===== src/rtl/pal_pkg.sv =====
package pal_pkg;

    localparam int CAPACITY = 64;
    localparam int IDX_W    = $clog2(CAPACITY);
    localparam int CNT_W    = 7;
    localparam int POS_W    = 7;
    localparam int MOVES_W  = 6;
    localparam int DATA_W   = 32;
    localparam int FUNC_W   = 2;

    localparam logic [FUNC_W-1:0] FN_INSERT = 2'd0;
    localparam logic [FUNC_W-1:0] FN_DELETE = 2'd1;
    localparam logic [FUNC_W-1:0] FN_DUMP   = 2'd2;

    typedef enum logic [2:0] {
        S_IDLE,
        S_CHECK,
        S_SHIFT,
        S_DRAIN,
        S_PLACE,
        S_RESP,
        S_DUMP_RD,
        S_DUMP_LD
    } t_state;

    typedef struct packed {
        logic load;
        logic shift_init;
        logic shift_step;
        logic place;
        logic resp;
        logic dump_init;
        logic dump_ld;
    } t_cmd;

    typedef struct packed {
        logic [FUNC_W-1:0] func;
        logic              err;
        logic              moves_zero;
        logic              ptr_end;
        logic              dump_last;
        logic              out_free;
        logic              count_zero;
    } t_sts;

endpackage


===== src/rtl/pal_ram.sv =====
module pal_ram #(
    parameter int WIDTH = 32,
    parameter int DEPTH = 64
) (
    input  logic                     i_clk,
    input  logic                     i_we,
    input  logic [$clog2(DEPTH)-1:0] i_waddr,
    input  logic [WIDTH-1:0]         i_wdata,
    input  logic [$clog2(DEPTH)-1:0] i_raddr,
    output logic [WIDTH-1:0]         o_rdata
);

    logic [WIDTH-1:0] r_mem [DEPTH];
    logic [WIDTH-1:0] r_rdata;

    always_ff @(posedge i_clk) begin
        if (i_we) begin
            r_mem[i_waddr] <= i_wdata;
        end
        r_rdata <= r_mem[i_raddr];
    end

    assign o_rdata = r_rdata;

endmodule


===== src/rtl/pal_ctrl.sv =====
module pal_ctrl (
    input  logic           i_clk,
    input  logic           i_rst_n,
    input  logic           i_valid,
    output logic           o_ready,
    input  pal_pkg::t_sts  i_sts,
    output pal_pkg::t_cmd  o_cmd
);

    pal_pkg::t_state r_state;
    pal_pkg::t_state n_state;

    always_ff @(posedge i_clk) begin
        if (!i_rst_n) begin
            r_state <= pal_pkg::S_IDLE;
        end else begin
            r_state <= n_state;
        end
    end

    always_comb begin
        n_state = r_state;
        o_cmd   = '0;
        o_ready = 1'b0;
        unique case (r_state)
            pal_pkg::S_IDLE: begin
                o_ready = 1'b1;
                if (i_valid) begin
                    o_cmd.load = 1'b1;
                    n_state    = pal_pkg::S_CHECK;
                end
            end
            pal_pkg::S_CHECK: begin
                if (i_sts.err) begin
                    n_state = pal_pkg::S_RESP;
                end else begin
                    unique case (i_sts.func)
                        pal_pkg::FN_DUMP: begin
                            if (i_sts.count_zero) begin
                                n_state = pal_pkg::S_RESP;
                            end else begin
                                o_cmd.dump_init = 1'b1;
                                n_state         = pal_pkg::S_DUMP_RD;
                            end
                        end
                        default: begin
                            o_cmd.shift_init = 1'b1;
                            if (!i_sts.moves_zero) begin
                                n_state = pal_pkg::S_SHIFT;
                            end else if (i_sts.func == pal_pkg::FN_INSERT) begin
                                n_state = pal_pkg::S_PLACE;
                            end else begin
                                n_state = pal_pkg::S_RESP;
                            end
                        end
                    endcase
                end
            end
            pal_pkg::S_SHIFT: begin
                o_cmd.shift_step = 1'b1;
                if (i_sts.ptr_end) begin
                    n_state = pal_pkg::S_DRAIN;
                end
            end
            pal_pkg::S_DRAIN: begin
                if (i_sts.func == pal_pkg::FN_INSERT) begin
                    n_state = pal_pkg::S_PLACE;
                end else begin
                    n_state = pal_pkg::S_RESP;
                end
            end
            pal_pkg::S_PLACE: begin
                o_cmd.place = 1'b1;
                n_state     = pal_pkg::S_RESP;
            end
            pal_pkg::S_RESP: begin
                if (i_sts.out_free) begin
                    o_cmd.resp = 1'b1;
                    n_state    = pal_pkg::S_IDLE;
                end
            end
            pal_pkg::S_DUMP_RD: begin
                if (i_sts.out_free) begin
                    n_state = pal_pkg::S_DUMP_LD;
                end
            end
            pal_pkg::S_DUMP_LD: begin
                o_cmd.dump_ld = 1'b1;
                if (i_sts.dump_last) begin
                    n_state = pal_pkg::S_IDLE;
                end else begin
                    n_state = pal_pkg::S_DUMP_RD;
                end
            end
            default: begin
                n_state = pal_pkg::S_IDLE;
            end
        endcase
    end

endmodule


===== src/rtl/pal_dp.sv =====
module pal_dp (
    input  logic                                i_clk,
    input  logic                                i_rst_n,
    input  pal_pkg::t_cmd                       i_cmd,
    output pal_pkg::t_sts                       o_sts,
    input  logic [pal_pkg::FUNC_W-1:0]          i_func,
    input  logic [pal_pkg::POS_W-1:0]           i_position,
    input  logic signed [pal_pkg::DATA_W-1:0]   i_value,
    input  logic                                i_ready,
    output logic                                o_valid,
    output logic                                o_status,
    output logic [pal_pkg::MOVES_W-1:0]         o_moves,
    output logic signed [pal_pkg::DATA_W-1:0]   o_item,
    output logic                                o_has_item,
    output logic                                o_last,
    output logic [pal_pkg::CNT_W-1:0]           o_count
);

    logic [pal_pkg::FUNC_W-1:0]  r_func;
    logic [pal_pkg::POS_W-1:0]   r_pos;
    logic [pal_pkg::DATA_W-1:0]  r_value;
    logic [pal_pkg::CNT_W-1:0]   r_count;
    logic [pal_pkg::CNT_W-1:0]   n_count;
    logic [pal_pkg::IDX_W-1:0]   r_ptr;
    logic [pal_pkg::IDX_W-1:0]   n_ptr;
    logic                        r_wr_pend;
    logic [pal_pkg::IDX_W-1:0]   r_wr_addr;

    logic                        r_o_valid;
    logic                        r_o_status;
    logic [pal_pkg::MOVES_W-1:0] r_o_moves;
    logic [pal_pkg::DATA_W-1:0]  r_o_item;
    logic                        r_o_has_item;
    logic                        r_o_last;
    logic [pal_pkg::CNT_W-1:0]   r_o_count;

    logic [pal_pkg::CNT_W-1:0]   diff;
    logic [pal_pkg::CNT_W-1:0]   moves_cur;
    logic [pal_pkg::IDX_W-1:0]   cnt_m1;
    logic [pal_pkg::IDX_W-1:0]   pos_idx;
    logic                        err;
    logic                        is_del;
    logic                        is_shift_op;
    logic                        mem_we;
    logic [pal_pkg::IDX_W-1:0]   mem_waddr;
    logic [pal_pkg::DATA_W-1:0]  mem_wdata;
    logic [pal_pkg::DATA_W-1:0]  mem_rdata;

    assign diff        = r_count - r_pos;
    assign is_del      = (r_func == pal_pkg::FN_DELETE);
    assign is_shift_op = (r_func == pal_pkg::FN_INSERT) || is_del;
    assign moves_cur   = is_del ? (diff - pal_pkg::CNT_W'(1)) : diff;
    assign cnt_m1      = pal_pkg::IDX_W'(r_count - pal_pkg::CNT_W'(1));
    assign pos_idx     = r_pos[pal_pkg::IDX_W-1:0];

    always_comb begin
        unique case (r_func)
            pal_pkg::FN_INSERT: err = (r_pos > r_count) ||
                                      (r_count >= pal_pkg::CNT_W'(pal_pkg::CAPACITY));
            pal_pkg::FN_DELETE: err = (r_pos >= r_count);
            pal_pkg::FN_DUMP:   err = 1'b0;
            default:            err = 1'b1;
        endcase
    end

    assign o_sts.func       = r_func;
    assign o_sts.err        = err;
    assign o_sts.moves_zero = (moves_cur == '0);
    assign o_sts.ptr_end    = is_del ? (r_ptr == cnt_m1) : (r_ptr == pos_idx);
    assign o_sts.dump_last  = (r_ptr == cnt_m1);
    assign o_sts.out_free   = !r_o_valid || i_ready;
    assign o_sts.count_zero = (r_count == '0);

    // Write port: a pending shift write wins; the placed value goes in after any drain.
    assign mem_we    = r_wr_pend || i_cmd.place;
    assign mem_waddr = r_wr_pend ? r_wr_addr : pos_idx;
    assign mem_wdata = r_wr_pend ? mem_rdata : r_value;

    pal_ram #(
        .WIDTH (pal_pkg::DATA_W),
        .DEPTH (pal_pkg::CAPACITY)
    ) u_ram (
        .i_clk   (i_clk),
        .i_we    (mem_we),
        .i_waddr (mem_waddr),
        .i_wdata (mem_wdata),
        .i_raddr (r_ptr),
        .o_rdata (mem_rdata)
    );

    always_comb begin
        n_ptr = r_ptr;
        if (i_cmd.shift_init) begin
            n_ptr = is_del ? (pos_idx + pal_pkg::IDX_W'(1)) : cnt_m1;
        end else if (i_cmd.shift_step) begin
            n_ptr = is_del ? (r_ptr + pal_pkg::IDX_W'(1)) : (r_ptr - pal_pkg::IDX_W'(1));
        end else if (i_cmd.dump_init) begin
            n_ptr = '0;
        end else if (i_cmd.dump_ld) begin
            n_ptr = r_ptr + pal_pkg::IDX_W'(1);
        end
    end

    always_comb begin
        n_count = r_count;
        if (i_cmd.resp && !err) begin
            if (r_func == pal_pkg::FN_INSERT) begin
                n_count = r_count + pal_pkg::CNT_W'(1);
            end else if (is_del) begin
                n_count = r_count - pal_pkg::CNT_W'(1);
            end
        end
    end

    always_ff @(posedge i_clk) begin
        if (!i_rst_n) begin
            r_count   <= '0;
            r_wr_pend <= 1'b0;
            r_o_valid <= 1'b0;
        end else begin
            r_count   <= n_count;
            r_wr_pend <= i_cmd.shift_step;
            if (i_cmd.resp || i_cmd.dump_ld) begin
                r_o_valid <= 1'b1;
            end else if (i_ready) begin
                r_o_valid <= 1'b0;
            end
        end
    end

    always_ff @(posedge i_clk) begin
        if (i_cmd.load) begin
            r_func  <= i_func;
            r_pos   <= i_position;
            r_value <= i_value;
        end
        r_ptr <= n_ptr;
        if (i_cmd.shift_step) begin
            r_wr_addr <= is_del ? (r_ptr - pal_pkg::IDX_W'(1)) : (r_ptr + pal_pkg::IDX_W'(1));
        end
        if (i_cmd.resp) begin
            r_o_status   <= err;
            r_o_moves    <= (!err && is_shift_op) ? moves_cur[pal_pkg::MOVES_W-1:0] : '0;
            r_o_item     <= '0;
            r_o_has_item <= 1'b0;
            r_o_last     <= 1'b1;
            r_o_count    <= n_count;
        end else if (i_cmd.dump_ld) begin
            r_o_status   <= 1'b0;
            r_o_moves    <= '0;
            r_o_item     <= mem_rdata;
            r_o_has_item <= 1'b1;
            r_o_last     <= (r_ptr == cnt_m1);
            r_o_count    <= r_count;
        end
    end

    assign o_valid    = r_o_valid;
    assign o_status   = r_o_status;
    assign o_moves    = r_o_moves;
    assign o_item     = $signed(r_o_item);
    assign o_has_item = r_o_has_item;
    assign o_last     = r_o_last;
    assign o_count    = r_o_count;

endmodule


===== src/rtl/positional_array_list_core.sv =====
// Insert/delete: after the check, the entries to move are shifted one by one, then a drain
//   state lets the last shift write land; an insert then places its value. With nothing to
//   move, shift and drain drop out, and a rejected or unused request goes straight to response.
// Dump: each entry takes a RAM read, then an output load; an empty list goes straight to response.
// Throughput: one request at a time; the next request is taken while a result waits.
// Reset (synchronous, active low) clears the fill count, the controller and output valid.
module positional_array_list_core (
    input  logic                              i_clk,
    input  logic                              i_rst_n,
    // request channel
    input  logic                              i_valid,
    output logic                              o_ready,
    input  logic [pal_pkg::FUNC_W-1:0]        i_func,
    input  logic [pal_pkg::POS_W-1:0]         i_position,
    input  logic signed [pal_pkg::DATA_W-1:0] i_value,
    // result channel
    output logic                              o_valid,
    input  logic                              i_ready,
    output logic                              o_status,
    output logic [pal_pkg::MOVES_W-1:0]       o_moves,
    output logic signed [pal_pkg::DATA_W-1:0] o_item,
    output logic                              o_has_item,
    output logic                              o_last,
    output logic [pal_pkg::CNT_W-1:0]         o_count
);

    // Controller steps the shift, placement, response and dump phases;
    // the datapath holds the list RAM, fill count, pointers and the output register.
    pal_pkg::t_cmd w_cmd;
    pal_pkg::t_sts w_sts;

    pal_ctrl u_ctrl (
        .i_clk   (i_clk),
        .i_rst_n (i_rst_n),
        .i_valid (i_valid),
        .o_ready (o_ready),
        .i_sts   (w_sts),
        .o_cmd   (w_cmd)
    );

    // Shift runs as a read/write pipeline: read one entry, write it one slot
    // over in the next cycle, while the entry after it is read.
    pal_dp u_dp (
        .i_clk      (i_clk),
        .i_rst_n    (i_rst_n),
        .i_cmd      (w_cmd),
        .o_sts      (w_sts),
        .i_func     (i_func),
        .i_position (i_position),
        .i_value    (i_value),
        .i_ready    (i_ready),
        .o_valid    (o_valid),
        .o_status   (o_status),
        .o_moves    (o_moves),
        .o_item     (o_item),
        .o_has_item (o_has_item),
        .o_last     (o_last),
        .o_count    (o_count)
    );

    // A request is never taken twice in a row: the controller leaves idle at once.
    a_one_request: assert property (@(posedge i_clk) disable iff (!i_rst_n)
        (i_valid && o_ready) |=> !o_ready)
        else $error("request accepted on consecutive cycles");

    // A result without an item always closes its request.
    a_noitem_last: assert property (@(posedge i_clk) disable iff (!i_rst_n)
        (o_valid && !o_has_item) |-> o_last)
        else $error("itemless result not marked last");

    // Dumped entries carry ok status and no moves.
    a_dump_clean: assert property (@(posedge i_clk) disable iff (!i_rst_n)
        (o_valid && o_has_item) |-> (!o_status && (o_moves == '0)))
        else $error("dump result with status or moves");

    // An error result reports no moved entries.
    a_err_nomove: assert property (@(posedge i_clk) disable iff (!i_rst_n)
        (o_valid && o_status) |-> (o_moves == '0))
        else $error("error result with nonzero moves");

endmodule

===== config.mk =====
export PLATFORM = sky130hd
export DESIGN_NAME = positional_array_list_core
export DESIGN_NICKNAME = d
export VERILOG_FILES = /design/src/rtl/pal_pkg.sv /design/src/rtl/pal_ram.sv /design/src/rtl/pal_ctrl.sv /design/src/rtl/pal_dp.sv /design/src/rtl/positional_array_list_core.sv
export SDC_FILE = /design/constraint.sdc
export NUM_CORES = 2
export LEC_CHECK = 0
export BUFFER_PORTS_ARGS = -buffer_cell sky130_fd_sc_hd__buf_2
export CAP_MARGIN = 10
export CORE_MARGIN = 10
export CORE_UTILIZATION = 40
export CTS_BUF_LIST = sky130_fd_sc_hd__clkbuf_4 sky130_fd_sc_hd__clkbuf_8
export DETAILED_ROUTE_END_ITERATION = 6
export SLEW_MARGIN = 20
export SYNTH_ARGS = -nofsm -noshare
export SYNTH_HDL_FRONTEND = slang
export SYNTH_SLANG_ARGS = --single-unit

===== constraint.sdc =====
create_clock -name i_clk -period 6.5 [get_ports i_clk]
set_clock_uncertainty 0.1 [all_clocks]
set_input_delay 0.65 -clock i_clk [delete_from_list [all_inputs] [get_ports i_clk]]
set_output_delay 0.65 -clock i_clk [all_outputs]
set_load 0.01 [all_outputs]

==> key figures <==
STA
  – Final number of setup-violating endpoints: 0
  – Worst max-slew margin expressed relative to the limit: 18.5%
  – Hold Vio Cnt, Final: 0
  – Sum of negative setup slack: 0 ps
  – Tcrit/Tclk final: 69.3%
  – Fmax: 0.222 GHz
  – Unrepaired setup endpoints after global routing: false
  – Slew Limit Fails: 0
  – Slew at the pin with the worst max-slew slack: 1220 ps
  – Setup slack after layout: 1990 ps
  – Time the final worst path needs with I/O delays and setup: 4510 ps

Synth
  – Number of flops mapped to enable cells by yosys: 2115
  – Cell type with the largest total area after synthesis: sky130_fd_sc_hd__edfxtp_1
  – Post-synth net total: 3679
  – Post-synthesis cell type count: 59
  – Warnings, synthesis: 0
  – Dominant cells by area after synthesis: sky130_fd_sc_hd__edfxtp_1, sky130_fd_sc_hd__mux4_2, sky130_fd_sc_hd__dfxtp_1
  – Post-synth top flop: sky130_fd_sc_hd__edfxtp_1
  – Post-Syn Instances: 3620
  – Top-area cell type share of the netlist area: 75.3%
  – Flops & latches, synth: 2193
  – Avg Synthesized Cell Area: 23.3 um2
  – Sequential element share of the synthesized area: 77.2%
  – Share of flip-flops with an asynchronous set or reset after synthesis: 0%
  – Total standard cell area after synthesis: 0.0843 mm2

Pwr
  – Sequential group share of total power: 55.8%
  – Combinational share of power: 2.4%
  – Clock network fraction of design power: 41.8%
  – Worst IR Drop VDD: 0.000239 V
  – Switching pwr: 0.00593 W
  – Static leakage: 30.4 nW
  – Switching fraction of total power: 21.0%
  – Power density cells: 290 mW/mm2
  – Int Pwr: 0.0223 W

Setup path
  – CP Launch Type: register
  – Cell chain of the critical path: nand2b_1 -> o32ai_1 -> nand3_1 -> nor2_4 -> buf_4
  – R2R setup slack: 1990 ps
  – CP max stage cell: sky130_fd_sc_hd__dfxtp_4
  – Largest stage delay, worst path: 900 ps
  – Crit path kind: reg2reg
  – Required time at the worst-slack endpoint: 7000 ps
  – Critical path data arrival time: 5000 ps
  – Sort of element at the end of the critical path: register
  – Critical path fanouts, max: 46

Global route
  – GRT Overall Usage: 18.6%
  – Met1 layer usage reported by global route: 26.2%
  – Met3 track utilization from global routing: 4.21%
  – Maximum number of pins on one net before global-route repair: 98
  – Number of antenna violations at the first check in global routing: 14
  – GRT busiest layer: met2
  – Met2 Resource Use GR: 29.0%
  – Global route overflow: 0
  – Number of global-route vias before repair: 41100
  – Wire length of the first global-routing pass: 310000 um

Placement
  – Routability congestion estimate from global placement: 0.810
  – Final HPWL DP: 128000 um
  – Number of I/O port buffers: 94
  – Worst setup timing slack at the placement stage: 2250 ps

Die
  – Die Y: 479 um
  – Std-Cell Core Area: 0.210 mm2
  – Die area: 0.230 mm2
  – Initial Utilization: 40.2%
  – Site row count: 168
  – Count of pins on the block boundary: 95
  – Horizontal die dimension: 479 um

Route
  – Number of remaining DRC errors: 0
  – Routed length per instance: 30.3 um
  – First drt pass iteration count: 5
  – DRC violation total after the first TritonRoute iteration: 4234
  – Via density per instance: 5.67
  – Routed via count: 40500
  – WL final: 216000 um
  – Remaining antenna violation count: 0

Run
  – Maximum Capacitance Violations: 0

Clock network
  – Clk Latency, worst-skew pair: 1050 ps
  – CTS sink cnt: 2193
  – Buffers inserted during post-CTS setup optimization: 0
  – CTS root buffer: sky130_fd_sc_hd__clkbuf_8
  – Number of clock buffers inserted by TritonCTS: 369
  – CTS tree: built
  – CTS H-Tree Depth: 5
  – Post-CTS clock slew at the launch and capture registers of the worst setup and hold paths: 60 ps
  – Maximum buffer depth of the clock tree: 4

Hold path
  – Hold WC Path Type: in2reg

Run status
  – Outcome: finished clean

Cells and area
  – Layout cell share with drive strength beyond 1: 36.4%
  – Layout-stage area growth over the synthesis result: 15.1%
  – Number of nets in the layout: 4133
  – Fill count: 17300
layout by cell type, fill, tap and decap left out, types with 5 or more instances in the layout:
cell                            synthesis  final
sky130_fd_sc_hd__a211oi_1               6      6
sky130_fd_sc_hd__nor3_1                 9      9
sky130_fd_sc_hd__ha_1                  13     13
sky130_fd_sc_hd__clkinvlp_4             0      9
sky130_fd_sc_hd__diode_2                0      5
sky130_fd_sc_hd__bufinv_16              0      7
sky130_fd_sc_hd__nor2_4                 0     64
sky130_fd_sc_hd__o21ai_0               32     32
sky130_fd_sc_hd__o31ai_1                5      5
sky130_fd_sc_hd__clkinv_2               0     31
sky130_fd_sc_hd__buf_16                 0     12
sky130_fd_sc_hd__dfxtp_1               78     77
sky130_fd_sc_hd__edfxtp_1            2115   2115
sky130_fd_sc_hd__a21oi_1               48     48
sky130_fd_sc_hd__clkinv_1               0     72
sky130_fd_sc_hd__xnor2_1               22     22
sky130_fd_sc_hd__nor2b_1                6      6
sky130_fd_sc_hd__buf_2                 46     94
sky130_fd_sc_hd__mux2_2                48     47
sky130_fd_sc_hd__nand3_1               27     26
sky130_fd_sc_hd__mux2i_1               23     23
sky130_fd_sc_hd__nand2_1              114    114
sky130_fd_sc_hd__dlygate4sd3_1          0     43
sky130_fd_sc_hd__a31oi_1                6      6
sky130_fd_sc_hd__mux4_2               658    658
sky130_fd_sc_hd__nor2_1                99     35
sky130_fd_sc_hd__buf_4                 21     92
sky130_fd_sc_hd__inv_1                 21     20
sky130_fd_sc_hd__clkbuf_8               0    381
sky130_fd_sc_hd__or3_1                  6      6
sky130_fd_sc_hd__nand2b_1               8      8
sky130_fd_sc_hd__xor2_1                15     15
sky130_fd_sc_hd__buf_12                 0     31
sky130_fd_sc_hd__clkbuf_4               0    133
cell type report:
class	count	area [um2]	share of cell area, %
Timing Repair Buffer	275	2590	2.67
Multi-Input combinational cell	1214	18800	19.4
Clock inverter	120	712	0.734
Inverter	21	78.8	0.0812
Sequential cell	2193	65100	67.1
Clock buffer	514	6240	6.43
Tap cell	2805	3510	3.62
Antenna cell	5	12.5	0.0129
synth_stat cells, drive strengths merged, types with 8 or more instances:
master  number
a21oi       48
buf         96
clkbuf      96
dfxtp       78
edfxtp    2115
ha          13
inv         21
mux2        48
mux2i       23
mux4       658
nand2      114
nand2b       8
nand3       27
nor2        99
nor3         9
o21ai       33
xnor2       22
xor2        15
registers in the layout, summed over array words and instances (netlist names):
| register | cells |
|---|---|
| u_dp.u_ram.r_mem | 2048 |
| u_dp.r_ptr | 6 |
| u_dp.o_has_item | 1 |
| u_dp.o_moves | 6 |
| u_dp.o_status | 1 |
| u_dp.r_count | 7 |
| u_dp.r_wr_addr | 6 |
| u_dp.r_func | 2 |
| u_dp.r_value | 32 |
| u_dp.o_count | 7 |
| u_dp.r_pos | 7 |
| u_dp.o_last | 1 |
| u_dp.u_ram.o_rdata | 32 |
| u_dp.o_item | 32 |
| u_ctrl.r_state | 3 |
| u_dp.r_wr_pend | 1 |
| u_dp.o_valid | 1 |
worst paths after layout:
kind,startpoint,end,cells after the start
worst max register to register,u_dp.r_wr_pend,u_dp.u_ram.r_mem[48][3],5
worst min register to register,u_dp.u_ram.o_rdata[29],u_dp.o_item[29],2
worst max-delay path,u_dp.r_wr_pend,u_dp.u_ram.r_mem[48][3],5
worst min-delay path,i_valid,u_ctrl.r_state[0],5
power groups by stage:
stage | registers (W) | clock network [W] | logic [W]
3_3_place_gp | 0.0160 | 0 | 0.000649
6_report | 0.0157 | 0.0118 | 0.000687
2_1_floorplan | 0.0160 | 0 | 0.000308
4_1_cts | 0.0157 | 0.0120 | 0.000697
3_5_place_dp | 0.0160 | 0 | 0.000676
5_1_grt | 0.0157 | 0.0127 | 0.000742
layer usage:
metal	part of all wire, %	vias up	wire length, um
met5	0	-	0
met3	8.2	338	17800
met4	2.6	0	5730
met1	41	22000	89500
li1	-	16400	-
met2	48	1759	103000
through the flow:
| stage | cells | hold WS, ps | area (um2) | utilization [%] | power (W) |
|---|---|---|---|---|---|
| 2_1_floorplan | 3620 | 328 | 84300 | - | 0.0163 |
| 5_1_grt | 7143 | 174 | 97000 | 46.3 | 0.0291 |
| 3_3_place_gp | 6434 | 344 | 88900 | 42.4 | 0.0167 |
| 4_1_cts | 7142 | 88.2 | 97000 | 46.3 | 0.0284 |
| 3_5_place_dp | 6465 | 346 | 89600 | 42.8 | 0.0167 |
| 6_report | 7147 | 184 | 97000 | 46.3 | 0.0282 |
repair_timing:
| action | CTS | global route |
|---|---|---|
| resized for setup | 0 | 0 |
| hold buffers | 43 | 0 |
| hold endpoints to repair | 53 | 0 |
worst max-delay path: cells and delay by family, from the launching register on:
kind / cells / cell delay (ps)
AND/OR/NAND/NOR: 3 / 1800
flip-flops: 1 / 900
buffers and inverters: 1 / 540
AO/OA/AOI/OAI: 1 / 640
kinds of logic (layout without fill, tap and decap cells):
group / Yosys count / in the layout / share of synthesized area [%]
DFF: 2193 / 2193 / 77.2
and+or+nand+nor: 295 / 295 / 1.52
buffers and inverters: 213 / 930 / 1.15
muxes: 729 / 729 / 18.5
other: 0 / 5 / 0
xor gates and xnor gates: 40 / 40 / 0.464
adders and majority gates: 14 / 14 / 0.217
AOI/OAI and AO/OA: 136 / 136 / 1.00
(Power assumes the default switching activity.)
